File: src/hw/rtl/wrns_pkg.sv
// Shared constants, types and the weight function of the weighted random node selector.
package wrns_pkg;

  localparam int unsigned MaxNodes = 16;
  localparam int unsigned IdxW     = (MaxNodes > 1) ? $clog2(MaxNodes) : 1;
  localparam int unsigned CntW     = $clog2(MaxNodes + 1);
  localparam int unsigned IdW      = 32;
  localparam int unsigned LoadW    = 16;
  localparam int unsigned RndW     = 31;
  localparam int unsigned WgtW     = LoadW + 1;
  // The total weight is at most MaxNodes * 2^LoadW.
  localparam int unsigned TotW     = $clog2(MaxNodes * (2 ** LoadW) + 1);
  localparam int unsigned StepW    = $clog2(RndW);

  typedef enum logic [1:0] {
    ModeAdd = 2'd0,
    ModeDel = 2'd1,
    ModeSel = 2'd2,
    ModeNop = 2'd3
  } mode_e;

  typedef enum logic [1:0] {
    StatusOk   = 2'd0,
    StatusNone = 2'd1,
    StatusFull = 2'd2
  } status_e;

  typedef enum logic [2:0] {
    StIdle,
    StFind,
    StShiftUp,
    StShiftDn,
    StSum,
    StDiv,
    StSearch
  } state_e;

  // Weight of a node: max_load - load + 1 when the load is selectable, else zero.
  function automatic logic [WgtW-1:0] node_weight(input logic [LoadW-1:0] load,
                                                  input logic [LoadW-1:0] max_load);
    logic [WgtW-1:0] w;
    if (load > max_load) begin
      w = '0;
    end else begin
      w = {1'b0, max_load} - {1'b0, load} + WgtW'(1);
    end
    return w;
  endfunction

endpackage

File: src/hw/rtl/weighted_random_node_selector.sv
// Top level of the weighted random node selector: node table, sequencer and result register.
//
// The block holds up to sixteen nodes (id and load) in ascending id order and takes one
// command item at a time: start is sampled while busy is low, and busy stays high until the
// item is finished. Each item produces exactly one result, shown on status_o, chosen_id_o and
// chosen_load_o for a single cycle with done_o high; the receiver cannot stall, so it must
// capture the result in that cycle. A new item may be started in the very cycle done_o is high.
// Timing follows from one table read per cycle through a single sequencer. Add and delete scan
// the table from the front until the id is found or passed and then, for a new add or a found
// delete, shift the entries behind that point one per cycle. An add shifts from the end of the
// table back to where the scan stopped; a delete shifts from the found entry toward the end.
// A select sums the weights one entry per cycle, reduces the random value in a bit-serial
// modulo unit, and walks the ranges again one entry per cycle. The result appears in the same
// cycle that busy falls. An empty selection finishes after the sum. The ignored mode three
// finishes in the accept cycle.
// max_load may be written at any edge while the block is idle; it resets to 100.
module weighted_random_node_selector (
  input  logic                       clk_i,
  input  logic                       rst_ni,
  input  logic                       start,
  output logic                       busy,
  input  logic [1:0]                 mode_i,
  input  logic [wrns_pkg::IdW-1:0]   node_id_i,
  input  logic [wrns_pkg::LoadW-1:0] node_load_i,
  input  logic [wrns_pkg::RndW-1:0]  random_value_i,
  input  logic                       cfg_we_i,
  input  logic [wrns_pkg::LoadW-1:0] cfg_wdata_i,
  output logic                       done_o,
  output logic [1:0]                 status_o,
  output logic [wrns_pkg::IdW-1:0]   chosen_id_o,
  output logic [wrns_pkg::LoadW-1:0] chosen_load_o
);

  // Node table. Only the first count_q entries hold stored nodes.
  logic [wrns_pkg::IdW-1:0]   entry_id_q   [wrns_pkg::MaxNodes];
  logic [wrns_pkg::LoadW-1:0] entry_load_q [wrns_pkg::MaxNodes];

  wrns_pkg::state_e           state_q, state_d;
  wrns_pkg::mode_e            mode_q, mode_d;
  logic [wrns_pkg::IdW-1:0]   id_q, id_d;
  logic [wrns_pkg::LoadW-1:0] load_q, load_d;
  logic [wrns_pkg::RndW-1:0]  rnd_q, rnd_d;
  logic [wrns_pkg::LoadW-1:0] max_load_q;
  logic [wrns_pkg::CntW-1:0]  count_q, count_d;
  logic [wrns_pkg::CntW-1:0]  idx_q, idx_d;
  logic [wrns_pkg::CntW-1:0]  pos_q, pos_d;
  logic [wrns_pkg::TotW-1:0]  acc_q, acc_d;
  logic [wrns_pkg::TotW-1:0]  seed_q, seed_d;

  // Result register.
  logic                       done_q, done_d;
  wrns_pkg::status_e          status_q, status_d;
  logic [wrns_pkg::IdW-1:0]   cid_q, cid_d;
  logic [wrns_pkg::LoadW-1:0] cload_q, cload_d;

  // Table read and write port.
  logic [wrns_pkg::CntW-1:0]  rd_ptr;
  logic [wrns_pkg::IdxW-1:0]  rd_idx;
  logic [wrns_pkg::IdW-1:0]   rd_id;
  logic [wrns_pkg::LoadW-1:0] rd_load;
  logic [wrns_pkg::WgtW-1:0]  rd_wgt;
  logic                       wr_en;
  logic [wrns_pkg::IdxW-1:0]  wr_idx;
  logic [wrns_pkg::IdW-1:0]   wr_id;
  logic [wrns_pkg::LoadW-1:0] wr_load;

  logic                       at_end;
  logic                       table_full;
  logic                       find_hit;
  logic                       find_miss;
  logic                       in_range;
  logic                       div_start;
  logic                       div_done;
  logic [wrns_pkg::TotW-1:0]  div_rem;

  assign busy = (state_q != wrns_pkg::StIdle);

  // Shifts read the neighbor of the entry being written; everything else reads at the index.
  always_comb begin
    unique case (state_q)
      wrns_pkg::StShiftUp: rd_ptr = idx_q - wrns_pkg::CntW'(1);
      wrns_pkg::StShiftDn: rd_ptr = idx_q + wrns_pkg::CntW'(1);
      default:             rd_ptr = idx_q;
    endcase
  end

  assign rd_idx     = rd_ptr[wrns_pkg::IdxW-1:0];
  assign rd_id      = entry_id_q[rd_idx];
  assign rd_load    = entry_load_q[rd_idx];
  assign rd_wgt     = wrns_pkg::node_weight(rd_load, max_load_q);

  assign at_end     = (idx_q == count_q);
  assign table_full = (count_q == wrns_pkg::CntW'(wrns_pkg::MaxNodes));
  assign find_hit   = !at_end && (rd_id == id_q);
  assign find_miss  = at_end || (!find_hit && (rd_id > id_q));
  assign in_range   = (rd_wgt != '0) &&
                      ({1'b0, seed_q} < ({1'b0, acc_q} + (wrns_pkg::TotW + 1)'(rd_wgt)));

  wrns_mod_unit u_mod (
    .clk_i      (clk_i),
    .rst_ni     (rst_ni),
    .start_i    (div_start),
    .dividend_i (rnd_q),
    .divisor_i  (acc_q),
    .done_o     (div_done),
    .rem_o      (div_rem)
  );

  // Next state.
  always_comb begin
    state_d = state_q;
    unique case (state_q)
      wrns_pkg::StIdle: begin
        if (start) begin
          unique case (wrns_pkg::mode_e'(mode_i))
            wrns_pkg::ModeAdd,
            wrns_pkg::ModeDel: state_d = wrns_pkg::StFind;
            wrns_pkg::ModeSel: state_d = wrns_pkg::StSum;
            default:           state_d = wrns_pkg::StIdle;
          endcase
        end
      end
      wrns_pkg::StFind: begin
        if (find_hit) begin
          state_d = (mode_q == wrns_pkg::ModeDel) ? wrns_pkg::StShiftDn : wrns_pkg::StIdle;
        end else if (find_miss) begin
          if (mode_q == wrns_pkg::ModeAdd && !table_full) begin
            state_d = wrns_pkg::StShiftUp;
          end else begin
            state_d = wrns_pkg::StIdle;
          end
        end
      end
      wrns_pkg::StShiftUp: begin
        if (idx_q <= pos_q) begin
          state_d = wrns_pkg::StIdle;
        end
      end
      wrns_pkg::StShiftDn: begin
        if ((idx_q + wrns_pkg::CntW'(1)) >= count_q) begin
          state_d = wrns_pkg::StIdle;
        end
      end
      wrns_pkg::StSum: begin
        if (at_end) begin
          state_d = (acc_q == '0) ? wrns_pkg::StIdle : wrns_pkg::StDiv;
        end
      end
      wrns_pkg::StDiv: begin
        if (div_done) begin
          state_d = wrns_pkg::StSearch;
        end
      end
      wrns_pkg::StSearch: begin
        if (at_end || in_range) begin
          state_d = wrns_pkg::StIdle;
        end
      end
      default: state_d = wrns_pkg::StIdle;
    endcase
  end

  // Datapath, table writes and result.
  always_comb begin
    mode_d    = mode_q;
    id_d      = id_q;
    load_d    = load_q;
    rnd_d     = rnd_q;
    count_d   = count_q;
    idx_d     = idx_q;
    pos_d     = pos_q;
    acc_d     = acc_q;
    seed_d    = seed_q;
    done_d    = 1'b0;
    status_d  = status_q;
    cid_d     = cid_q;
    cload_d   = cload_q;
    wr_en     = 1'b0;
    wr_idx    = idx_q[wrns_pkg::IdxW-1:0];
    wr_id     = rd_id;
    wr_load   = rd_load;
    div_start = 1'b0;
    unique case (state_q)
      wrns_pkg::StIdle: begin
        if (start) begin
          mode_d = wrns_pkg::mode_e'(mode_i);
          id_d   = node_id_i;
          load_d = node_load_i;
          rnd_d  = random_value_i;
          idx_d  = '0;
          acc_d  = '0;
          if (wrns_pkg::mode_e'(mode_i) == wrns_pkg::ModeNop) begin
            done_d   = 1'b1;
            status_d = wrns_pkg::StatusOk;
            cid_d    = '0;
            cload_d  = '0;
          end
        end
      end
      wrns_pkg::StFind: begin
        if (find_hit) begin
          if (mode_q == wrns_pkg::ModeAdd) begin
            // Existing node: only the load changes, even with a full table.
            wr_en    = 1'b1;
            wr_id    = id_q;
            wr_load  = load_q;
            done_d   = 1'b1;
            status_d = wrns_pkg::StatusOk;
            cid_d    = '0;
            cload_d  = '0;
          end
        end else if (find_miss) begin
          if (mode_q == wrns_pkg::ModeAdd && !table_full) begin
            pos_d = idx_q;
            idx_d = count_q;
          end else begin
            done_d   = 1'b1;
            status_d = (mode_q == wrns_pkg::ModeAdd) ? wrns_pkg::StatusFull
                                                     : wrns_pkg::StatusOk;
            cid_d    = '0;
            cload_d  = '0;
          end
        end else begin
          idx_d = idx_q + wrns_pkg::CntW'(1);
        end
      end
      wrns_pkg::StShiftUp: begin
        wr_en = 1'b1;
        if (idx_q > pos_q) begin
          idx_d = idx_q - wrns_pkg::CntW'(1);
        end else begin
          wr_id    = id_q;
          wr_load  = load_q;
          count_d  = count_q + wrns_pkg::CntW'(1);
          done_d   = 1'b1;
          status_d = wrns_pkg::StatusOk;
          cid_d    = '0;
          cload_d  = '0;
        end
      end
      wrns_pkg::StShiftDn: begin
        if ((idx_q + wrns_pkg::CntW'(1)) < count_q) begin
          wr_en = 1'b1;
          idx_d = idx_q + wrns_pkg::CntW'(1);
        end else begin
          count_d  = count_q - wrns_pkg::CntW'(1);
          done_d   = 1'b1;
          status_d = wrns_pkg::StatusOk;
          cid_d    = '0;
          cload_d  = '0;
        end
      end
      wrns_pkg::StSum: begin
        if (at_end) begin
          idx_d = '0;
          acc_d = '0;
          if (acc_q == '0) begin
            done_d   = 1'b1;
            status_d = wrns_pkg::StatusNone;
            cid_d    = '0;
            cload_d  = '0;
          end else begin
            // The modulo unit latches the total on this edge.
            div_start = 1'b1;
          end
        end else begin
          acc_d = acc_q + wrns_pkg::TotW'(rd_wgt);
          idx_d = idx_q + wrns_pkg::CntW'(1);
        end
      end
      wrns_pkg::StDiv: begin
        if (div_done) begin
          seed_d = div_rem;
        end
      end
      wrns_pkg::StSearch: begin
        if (at_end) begin
          done_d   = 1'b1;
          status_d = wrns_pkg::StatusNone;
          cid_d    = '0;
          cload_d  = '0;
        end else if (in_range) begin
          done_d   = 1'b1;
          status_d = wrns_pkg::StatusOk;
          cid_d    = rd_id;
          cload_d  = rd_load;
        end else begin
          acc_d = acc_q + wrns_pkg::TotW'(rd_wgt);
          idx_d = idx_q + wrns_pkg::CntW'(1);
        end
      end
      default: begin
      end
    endcase
  end

  always_ff @(posedge clk_i or negedge rst_ni) begin
    if (!rst_ni) begin
      state_q    <= wrns_pkg::StIdle;
      count_q    <= '0;
      max_load_q <= wrns_pkg::LoadW'(100);
      done_q     <= 1'b0;
    end else begin
      state_q <= state_d;
      count_q <= count_d;
      done_q  <= done_d;
      if (cfg_we_i) begin
        max_load_q <= cfg_wdata_i;
      end
    end
  end

  always_ff @(posedge clk_i) begin
    mode_q   <= mode_d;
    id_q     <= id_d;
    load_q   <= load_d;
    rnd_q    <= rnd_d;
    idx_q    <= idx_d;
    pos_q    <= pos_d;
    acc_q    <= acc_d;
    seed_q   <= seed_d;
    status_q <= status_d;
    cid_q    <= cid_d;
    cload_q  <= cload_d;
  end

  always_ff @(posedge clk_i) begin
    if (wr_en) begin
      entry_id_q[wr_idx]   <= wr_id;
      entry_load_q[wr_idx] <= wr_load;
    end
  end

  assign done_o        = done_q;
  assign status_o      = status_q;
  assign chosen_id_o   = cid_q;
  assign chosen_load_o = cload_q;

  // A result is always shown with the sequencer back at rest.
  assert property (@(posedge clk_i) disable iff (!rst_ni) done_o |-> !busy)
    else $error("result strobe while the sequencer is busy");

  // The node count never passes the table depth.
  assert property (@(posedge clk_i) disable iff (!rst_ni)
                   count_q <= wrns_pkg::CntW'(wrns_pkg::MaxNodes))
    else $error("node count beyond table depth");

  // An accepted select or table command keeps the block busy on the next cycle.
  assert property (@(posedge clk_i) disable iff (!rst_ni)
                   (start && !busy && (wrns_pkg::mode_e'(mode_i) != wrns_pkg::ModeNop))
                   |=> busy)
    else $error("accepted item did not occupy the sequencer");

  // An empty selection never reports a node.
  assert property (@(posedge clk_i) disable iff (!rst_ni)
                   (done_o && status_o == wrns_pkg::StatusNone) |->
                   (chosen_id_o == '0 && chosen_load_o == '0))
    else $error("empty selection reported a node");

endmodule

File: src/hw/rtl/wrns_mod_unit.sv
// Bit-serial restoring modulo unit: one remainder bit per cycle.
module wrns_mod_unit (
  input  logic                      clk_i,
  input  logic                      rst_ni,
  input  logic                      start_i,
  input  logic [wrns_pkg::RndW-1:0] dividend_i,
  input  logic [wrns_pkg::TotW-1:0] divisor_i,
  output logic                      done_o,
  output logic [wrns_pkg::TotW-1:0] rem_o
);

  logic                       busy_q, busy_d;
  logic                       done_q, done_d;
  logic [wrns_pkg::StepW-1:0] step_q, step_d;
  logic [wrns_pkg::RndW-1:0]  num_q, num_d;
  logic [wrns_pkg::TotW-1:0]  div_q, div_d;
  logic [wrns_pkg::TotW-1:0]  rem_q, rem_d;
  logic [wrns_pkg::TotW:0]    trial;

  // The remainder stays below the divisor, so the shifted trial fits one extra bit.
  assign trial = {rem_q, num_q[wrns_pkg::RndW-1]};

  always_comb begin
    busy_d = busy_q;
    done_d = 1'b0;
    step_d = step_q;
    num_d  = num_q;
    div_d  = div_q;
    rem_d  = rem_q;
    if (start_i) begin
      busy_d = 1'b1;
      step_d = '0;
      num_d  = dividend_i;
      div_d  = divisor_i;
      rem_d  = '0;
    end else if (busy_q) begin
      num_d = {num_q[wrns_pkg::RndW-2:0], 1'b0};
      if (trial >= {1'b0, div_q}) begin
        rem_d = wrns_pkg::TotW'(trial - {1'b0, div_q});
      end else begin
        rem_d = trial[wrns_pkg::TotW-1:0];
      end
      if (step_q == wrns_pkg::StepW'(wrns_pkg::RndW - 1)) begin
        busy_d = 1'b0;
        done_d = 1'b1;
      end else begin
        step_d = step_q + wrns_pkg::StepW'(1);
      end
    end
  end

  always_ff @(posedge clk_i or negedge rst_ni) begin
    if (!rst_ni) begin
      busy_q <= 1'b0;
      done_q <= 1'b0;
      step_q <= '0;
    end else begin
      busy_q <= busy_d;
      done_q <= done_d;
      step_q <= step_d;
    end
  end

  always_ff @(posedge clk_i) begin
    num_q <= num_d;
    div_q <= div_d;
    rem_q <= rem_d;
  end

  assign done_o = done_q;
  assign rem_o  = rem_q;

endmodule

File: config.mk
export PLATFORM = sky130hd
export DESIGN_NAME = weighted_random_node_selector
export DESIGN_NICKNAME = d
export VERILOG_FILES = /design/src/hw/rtl/wrns_pkg.sv /design/src/hw/rtl/weighted_random_node_selector.sv /design/src/hw/rtl/wrns_mod_unit.sv
export SDC_FILE = /design/constraint.sdc
export NUM_CORES = 2
export LEC_CHECK = 0
export BUFFER_PORTS_ARGS = -buffer_cell sky130_fd_sc_hd__buf_2
export CELL_PAD_IN_SITES_DETAIL_PLACEMENT = 1
export CELL_PAD_IN_SITES_GLOBAL_PLACEMENT = 1
export CORE_ASPECT_RATIO = 0.75
export CORE_UTILIZATION = 40
export DETAILED_ROUTE_END_ITERATION = 7
export PLACE_DENSITY_LB_ADDON = 0.1
export SYNTH_ARGS = -nofsm -noshare
export SYNTH_HDL_FRONTEND = slang
export SYNTH_SLANG_ARGS = --single-unit
export TNS_END_PERCENT = 100
File: constraint.sdc
create_clock -name clk_i -period 10.7 [get_ports clk_i]
set_input_delay 1.07 -clock clk_i [delete_from_list [all_inputs] [get_ports clk_i]]
set_output_delay 1.07 -clock clk_i [all_outputs]
set_load 0.01 [all_outputs]
## Word level (Yosys, flattened, before mapping)

Memory sizes are Yosys's and may differ from the RTL's.
Index checks and enable logic that the tools add are counted.

| storage, ports and cells | value |
|---|---|
| bits in registers | 288 |
| memories | 2 |
| memory bits (writable) | 768 |
| input port bits | 101 |
| bits in read-only memories | 0 |
| word-level logic and storage cells | 220 |
| latch bits | 0 |

Memory list:

| name | depth | bits a word | rd ports | clocked after memory_dff | wr ports | line | RTL |
|---|---|---|---|---|---|---|---|
| entry_id_q | 16 | 32 | 1 | 0 | 1 | weighted_random_node_selector.sv:35 | `logic [wrns_pkg::IdW-1:0] entry_id_q [wrns_pkg::MaxNodes];` |
| entry_load_q | 16 | 16 | 1 | 0 | 1 | weighted_random_node_selector.sv:36 | `logic [wrns_pkg::LoadW-1:0] entry_load_q [wrns_pkg::MaxNodes];` |

| operators by class | value |
|---|---|
| $mul | 0 |
| equal/unequal tests | 35 |
| add/subtract/negate cells | 10 |
| magnitude comparators | 8 |
| div/mod/pow operators | 0 |
| bitwise logic cells | 1 |
| shifts and indexed selects | 0 |
| muxes and demuxes | 114 |
| reduce and logical (&&, ||, !) cells | 29 |

Operators by type and width:

| kind | number |
|---|---|
| two-way mux 32 bit | 15 |
| two-way mux 16 bit | 15 |
| case mux 32 bit (6 select lines) | 1 |
| two-way mux 21 bit | 5 |
| case mux 16 bit (6 select lines) | 1 |
| two-way mux 5 bit | 14 |
| case mux 32 bit (2 select lines) | 1 |
| case mux 21 bit (3 select lines) | 1 |
| two-way mux 31 bit | 2 |
| == test 32 bit | 1 |
| > comparator 32 bit | 1 |
| case mux 16 bit (2 select lines) | 1 |
| two-way mux 2 bit | 15 |
| inequality test 2 bit (second input constant) | 15 |
| case mux 5 bit (6 select lines) | 1 |
| two-way mux 3 bit | 9 |
| two-way mux 1 bit | 25 |
| adder 21 x 17 -> 22 bit | 1 |
| greater-or-equal comparator 22 x 21 -> 1 bit | 1 |
| < comparator 21 x 22 -> 1 bit | 1 |
| adder 21 x 17 -> 21 bit | 1 |
| logical NOT 21 bit | 1 |
| case mux 3 bit (7 select lines) | 1 |
| subtractor 21 bit | 1 |
| other kinds (42) | 67 |

## Depth between registers and ports, before layout

An unclocked memory read counts as a cell.

| depth | value |
|---|---|
| depth in word-level cells | 12 |
| mapped depth | 40 |
| depth with buffers taken out | 37 |

## Hierarchy

From an unflattened synthesis, not the netlist that was laid out.

| unflattened totals | value |
|---|---|
| cell total of the unflattened synthesis | 2677 |
| area, all modules | 45607.5 µm² |

By module, submodules not included:

| module | area an instance (µm²) | instances | cells each |
|---|---|---|---|
| weighted_random_node_selector | 41135.7 | 1 | 2268 |
| wrns_mod_unit | 4471.8 | 1 | 409 |

## Worst setup path after synthesis

Ideal clock, no wire load.

| timing path | value |
|---|---|
| path kind | flip-flop to flip-flop |
| start point | register idx_q[0] in the netlist's numbering |
| end point | register cid_q, in the netlist chosen_id_o[0] (enable) |
| arrival time | 9.166 ns |
| required time | 10.291 ns |
| setup slack | 1.124 ns |
| buffers on the path | 3 |
| stages on the path, launching flop included | 39 |
| period minus slack after synthesis | 9.576 ns |
| setup time | 0.409 ns |
| path through | edfxtp_1 inv_1 ha_1 xor2_1 nor2_1 a21oi_1 clkbuf_1 buf_1 mux4_2 mux4_2 ha_1 a211oi_1 nor2_1 o31ai_1 a32oi_1 clkbuf_1 nor2b_1 ha_1 [... 3 more ...] o21ai_0 a21oi_1 o21ai_0 a21oi_1 o2111ai_1 and3_1 or4_1 and3_1 ha_1 nand3_1 o221ai_1 a21oi_1 o2111ai_1 a311o_1 o41ai_1 o41ai_2 a21oi_1 or3_1 |

| between the ends | value |
|---|---|
| word-level cells in the longest chain between the ends | 11 |
| elaborated cells between the ends (all ways) | 31 |
| classes of those cells | 5 x add/sub; 5 x order compare; 9 x eq/ne; 2 x mux; 8 x reduce/logical; 2 x memory |

Ends and longest elaborated chain:

| element | line | RTL |
|---|---|---|
| from (decl) | weighted_random_node_selector.sv:45 | `logic [wrns_pkg::CntW-1:0] idx_q, idx_d;` |
| from (signal assigned) | weighted_random_node_selector.sv:318 | `idx_q <= idx_d;` |
| adder 5 x 1 -> 5 bit or subtractor 5 x 1 -> 5 bit (tied branches) | n/a |  |
| case mux 4 bit (2 select lines) * | weighted_random_node_selector.sv:80 | `unique case (state_q)` |
| memory read (16 x 16 bit) * | n/a |  |
| named net rd_load, one bit | weighted_random_node_selector.sv:60 | `logic [wrns_pkg::LoadW-1:0] rd_load;` |
| subtractor 16 x 16 -> 17 bit | wrns_pkg.sv:45 | `w = {1'b0, max_load} - {1'b0, load} + WgtW'(1);` |
| adder 17 x 1 -> 17 bit | wrns_pkg.sv:45 |  |
| two-way mux 17 bit * | wrns_pkg.sv:42 | `if (load > max_load) begin` |
| adder 21 x 17 -> 22 bit | weighted_random_node_selector.sv:97 | `({1'b0, seed_q} < ({1'b0, acc_q} + (wrns_pkg::TotW + 1)'(rd_wgt)));` |
| < comparator 21 x 22 -> 1 bit | weighted_random_node_selector.sv:97 |  |
| logical AND 1 bit * | weighted_random_node_selector.sv:96 | `assign in_range = (rd_wgt != '0) &&` |
| inequality test 3 bit (no line) * | n/a |  |
| AND reduction 11 bit (no line) * | n/a |  |
| to (signal assigned) | weighted_random_node_selector.sv:323 | `cid_q <= cid_d;` |
| to (decl) | weighted_random_node_selector.sv:53 | `logic [wrns_pkg::IdW-1:0] cid_q, cid_d;` |

The timed path passes the listed nets; every way through them passes the cells marked *.
A chain may end at the register's enable or synchronous reset.

## Final worst setup path

| timing path | value |
|---|---|
| start point | register idx_q[1] in the netlist's numbering |
| end point | register cload_q, in the netlist chosen_load_o[15] (enable) |

| between the ends | value |
|---|---|
| word-level cells in the longest chain between the ends | 11 |
| elaborated cells between the ends (all ways) | 31 |
| classes of those cells | 5 x add/sub; 5 x order compare; 9 x eq/ne; 2 x mux; 8 x reduce/logical; 2 x memory |

Ends and longest elaborated chain:

| element | line | RTL |
|---|---|---|
| adder 5 x 1 -> 5 bit or subtractor 5 x 1 -> 5 bit (tied branches) | n/a |  |
| case mux 4 bit (2 select lines) * | weighted_random_node_selector.sv:80 |  |
| memory read (16 x 16 bit) * | n/a |  |
| named net rd_load, one bit | weighted_random_node_selector.sv:60 |  |
| subtractor 16 x 16 -> 17 bit | wrns_pkg.sv:45 |  |
| adder 17 x 1 -> 17 bit | wrns_pkg.sv:45 |  |
| two-way mux 17 bit * | wrns_pkg.sv:42 |  |
| adder 21 x 17 -> 22 bit | weighted_random_node_selector.sv:97 |  |
| < comparator 21 x 22 -> 1 bit | weighted_random_node_selector.sv:97 |  |
| logical AND 1 bit * | weighted_random_node_selector.sv:96 |  |
| inequality test 3 bit (no line) * | n/a |  |
| AND reduction 11 bit (no line) * | n/a |  |
| to (signal assigned) | weighted_random_node_selector.sv:324 | `cload_q <= cload_d;` |
| to (decl) | weighted_random_node_selector.sv:54 | `logic [wrns_pkg::LoadW-1:0] cload_q, cload_d;` |

Marked as above.

==> results.cfg <==
[worst_setup_path]
cp.arrival_ns = 10.26
r2r-start = idx_q[1]$_DFFE_PP_
critical_path_class = flop to flop
cp-startpoint = idx_q[1]$_DFFE_PP_
crit_path_start_kind = flop
crit_path_max_incr_delay_ns = 0.63
worstReg2RegEnd = chosen_load_o[15]$_SDFFCE_PP0P_
reg2reg_depth = 33
slowest_stage = edfxtp_1
worst_setup_path_end_kind = flop
cp_max_fo = 68
r2r_setup_slack_ns = 0.79
cp.required_ns = 11.04

[routing]
avgViaCountPerCell = 5.53
drt_wl_total_mm = 118
final_antenna_net_count = 0
vias = 24600
drtIter0Drc = 1623
drcViolationCount = 0
drt-pass1-iter-count = 5
routedWlPerCell_um = 26.7

[clock_tree]
htreeDepth = 3
ctsRootBufferMaster = clkbuf_16
cts_tree = built
cts_buffers = 108
clkSinkCount = 1056
cts_setup_buffers = 0
postCtsHoldBufs = 0
clk_path_buf_depth = 3
clk_pin_slew_worst_paths_ns = 0.07
clock_latency_ns = 0.73
cts_resized = 0

[timing]
worstMarginPinSlew_ns = 1.50
min_period_ns = 9.91
tns_ns = 0
whs_ns = 0.478
fin_crit_sh = 0.926
fmax_mhz = 101
final_hold_viol_count = 0
max_slew_margin = -0.00677
grt_setup_unrepaired = no
setup_viol = 0
finClkSkew_ns = 0.0686
maxSlewViolCount = 1

[floorplan]
fp.coreArea_um2 = 112000
fp.dieW_um = 391
rows = 106
die_area_um2 = 115000
start_util = 0.406
fp.dieH_um = 294
io_pins = 153

[worst_hold_path]
hp-class = input port to asynchronous set/reset pin

[placed_design]
placed_cells = 4237
dp_hpwl_mm = 72.2
io_buffers = 152
gp_congestion = 0.839

[global_routing]
grt_pass1_wl_mm = 176
overflow = 0
antenna_found_initial = 3
grt_pass1_vias = 26200
grt_max_degree = 69
grt.total_usage = 0.209

[synth]
synth_area_um2 = 45400
syn_inst = 2621
yosys.area.top_type = edfxtp_1
synth_edf_count = 1003
synth_ff_type = edfxtp_1
synth.area.top_cells = edfxtp_1 66%, mux4_2 12%, ha_1 4.3%
yosys_warnings = 0
synth_cell_types = 83
synth_fp_nets = 2883
async_flop_share = 0.0303
avgSynthCellArea_um2 = 17.3
synth_top_area_frac = 0.663
synth-seq-cells = 1056
ys_seq_area_frac = 0.690

[final_layout]
mostFrequentLayoutCell = edfxtp_1
nFillCells = 10700
area_delta_synth_final_pct = 14.4
fin_util = 0.464
final_cell_mix = 1003 x edfxtp_1, 241 x mux4_2, 156 x ha_1, 152 x buf_2, 140 x inv_1
multi_input_area_um2 = 13200
drive_above_1_share = 0.238
register_area_um2 = 31300
finalNetCount = 3097
final_cells = 4440

[run]
max_cap_violations = 1

[run_status]
violations = capacitance limit, slew limit
status = finished with violations
[Yosys cell counts (22+ instances only)]
library cell	instances
mux4_2	241
a21o_1	26
nand3_1	71
ha_1	156
and2_1	38
xnor2_1	35
nand2_1	126
buf_2	27
and3_1	35
a211oi_1	23
inv_1	140
nor2_1	126
nor3_1	30
edfxtp_1	1003
a21oi_1	55
dfrtp_1	29
clkbuf_1	59
nor2b_1	22
mux2_2	32
o21ai_0	55
[how the worst max path moves through the flow]
stage | to | slack (ns) | cells after the start
2_1_floorplan | chosen_id_o[0]$_SDFFCE_PP0P_ | 1.12 | 38
3_3_place_gp | chosen_load_o[7]$_SDFFCE_PP0P_ | 1.04 | 33
3_5_place_dp | chosen_load_o[5]$_SDFFCE_PP0P_ | 0.77 | 33
4_1_cts | chosen_load_o[15]$_SDFFCE_PP0P_ | 0.74 | 33
5_1_grt | chosen_load_o[15]$_SDFFCE_PP0P_ | 0.02 | 33
6_report | chosen_load_o[15]$_SDFFCE_PP0P_ | 0.79 | 33
[registers in the layout (all words and copies together) (netlist names), 16 cells and up]
| signal | count |
|---|---|
| u_mod.rem_o | 21 |
| chosen_load_o | 16 |
| chosen_id_o | 32 |
| seed_q | 21 |
| entry_id_q | 512 |
| u_mod.div_q | 21 |
| rnd_q | 31 |
| load_q | 16 |
| id_q | 32 |
| max_load_q | 16 |
| u_mod.num_q | 31 |
| entry_load_q | 256 |
| acc_q | 21 |
[metrics by stage]
step	setup WS (ns)	cell area (um^2)
after CTS	0.740	51900
after floorplan	1.12	45400
after detailed placement	0.766	48400
final	0.787	51900
after global placement	1.04	48400
after global routing	0.0233	51900
[area by class of cell]
type                            instances  area share
Tap cell                             1512      0.0364
Antenna cell                            2   0.0000964
Timing Repair Buffer                  207      0.0277
Sequential cell                      1056       0.604
Inverter                              141      0.0102
Clock inverter                         71      0.0139
Multi-Input combinational cell       1321       0.254
Clock buffer                          130      0.0542
[worst max-delay path: cells and delay by family (launching register included)]
kind	cells	cell delay (ns)
AND/OR/NAND/NOR	6	0.99
AO/OA/AOI/OAI	15	3.93
multiplexers	2	0.91
buffers and inverters	3	0.81
flip-flops	1	0.63
XOR/XNOR	2	0.40
adder cells (fa/ha/maj)	5	1.77
[routing by layer]
layer	vias to the layer above	part of all wire	GRT usage
met5	-	0.00011	0
met4	2	0.021	0.0494
met3	161	0.046	0.0334
met2	562	0.46	0.327
met1	13000	0.47	0.306
li1	10800	-	-
[cells by family (layout without fill, tap and decap cells)]
kind of cell | count (synthesis) | after routing | share of synthesized area
mux | 293 | 293 | 0.132
compound gates | 283 | 283 | 0.0426
xor+xnor | 55 | 55 | 0.0106
other cells | 0 | 2 | 0
flops | 1056 | 1056 | 0.690
fa+ha+maj | 161 | 161 | 0.0452
simple gates | 529 | 529 | 0.0578
buf+inv | 244 | 549 | 0.0214
Power is left out: the tool's default activity adds up to more than one toggle a clock period on the data nets, which glitch-free logic cannot reach.
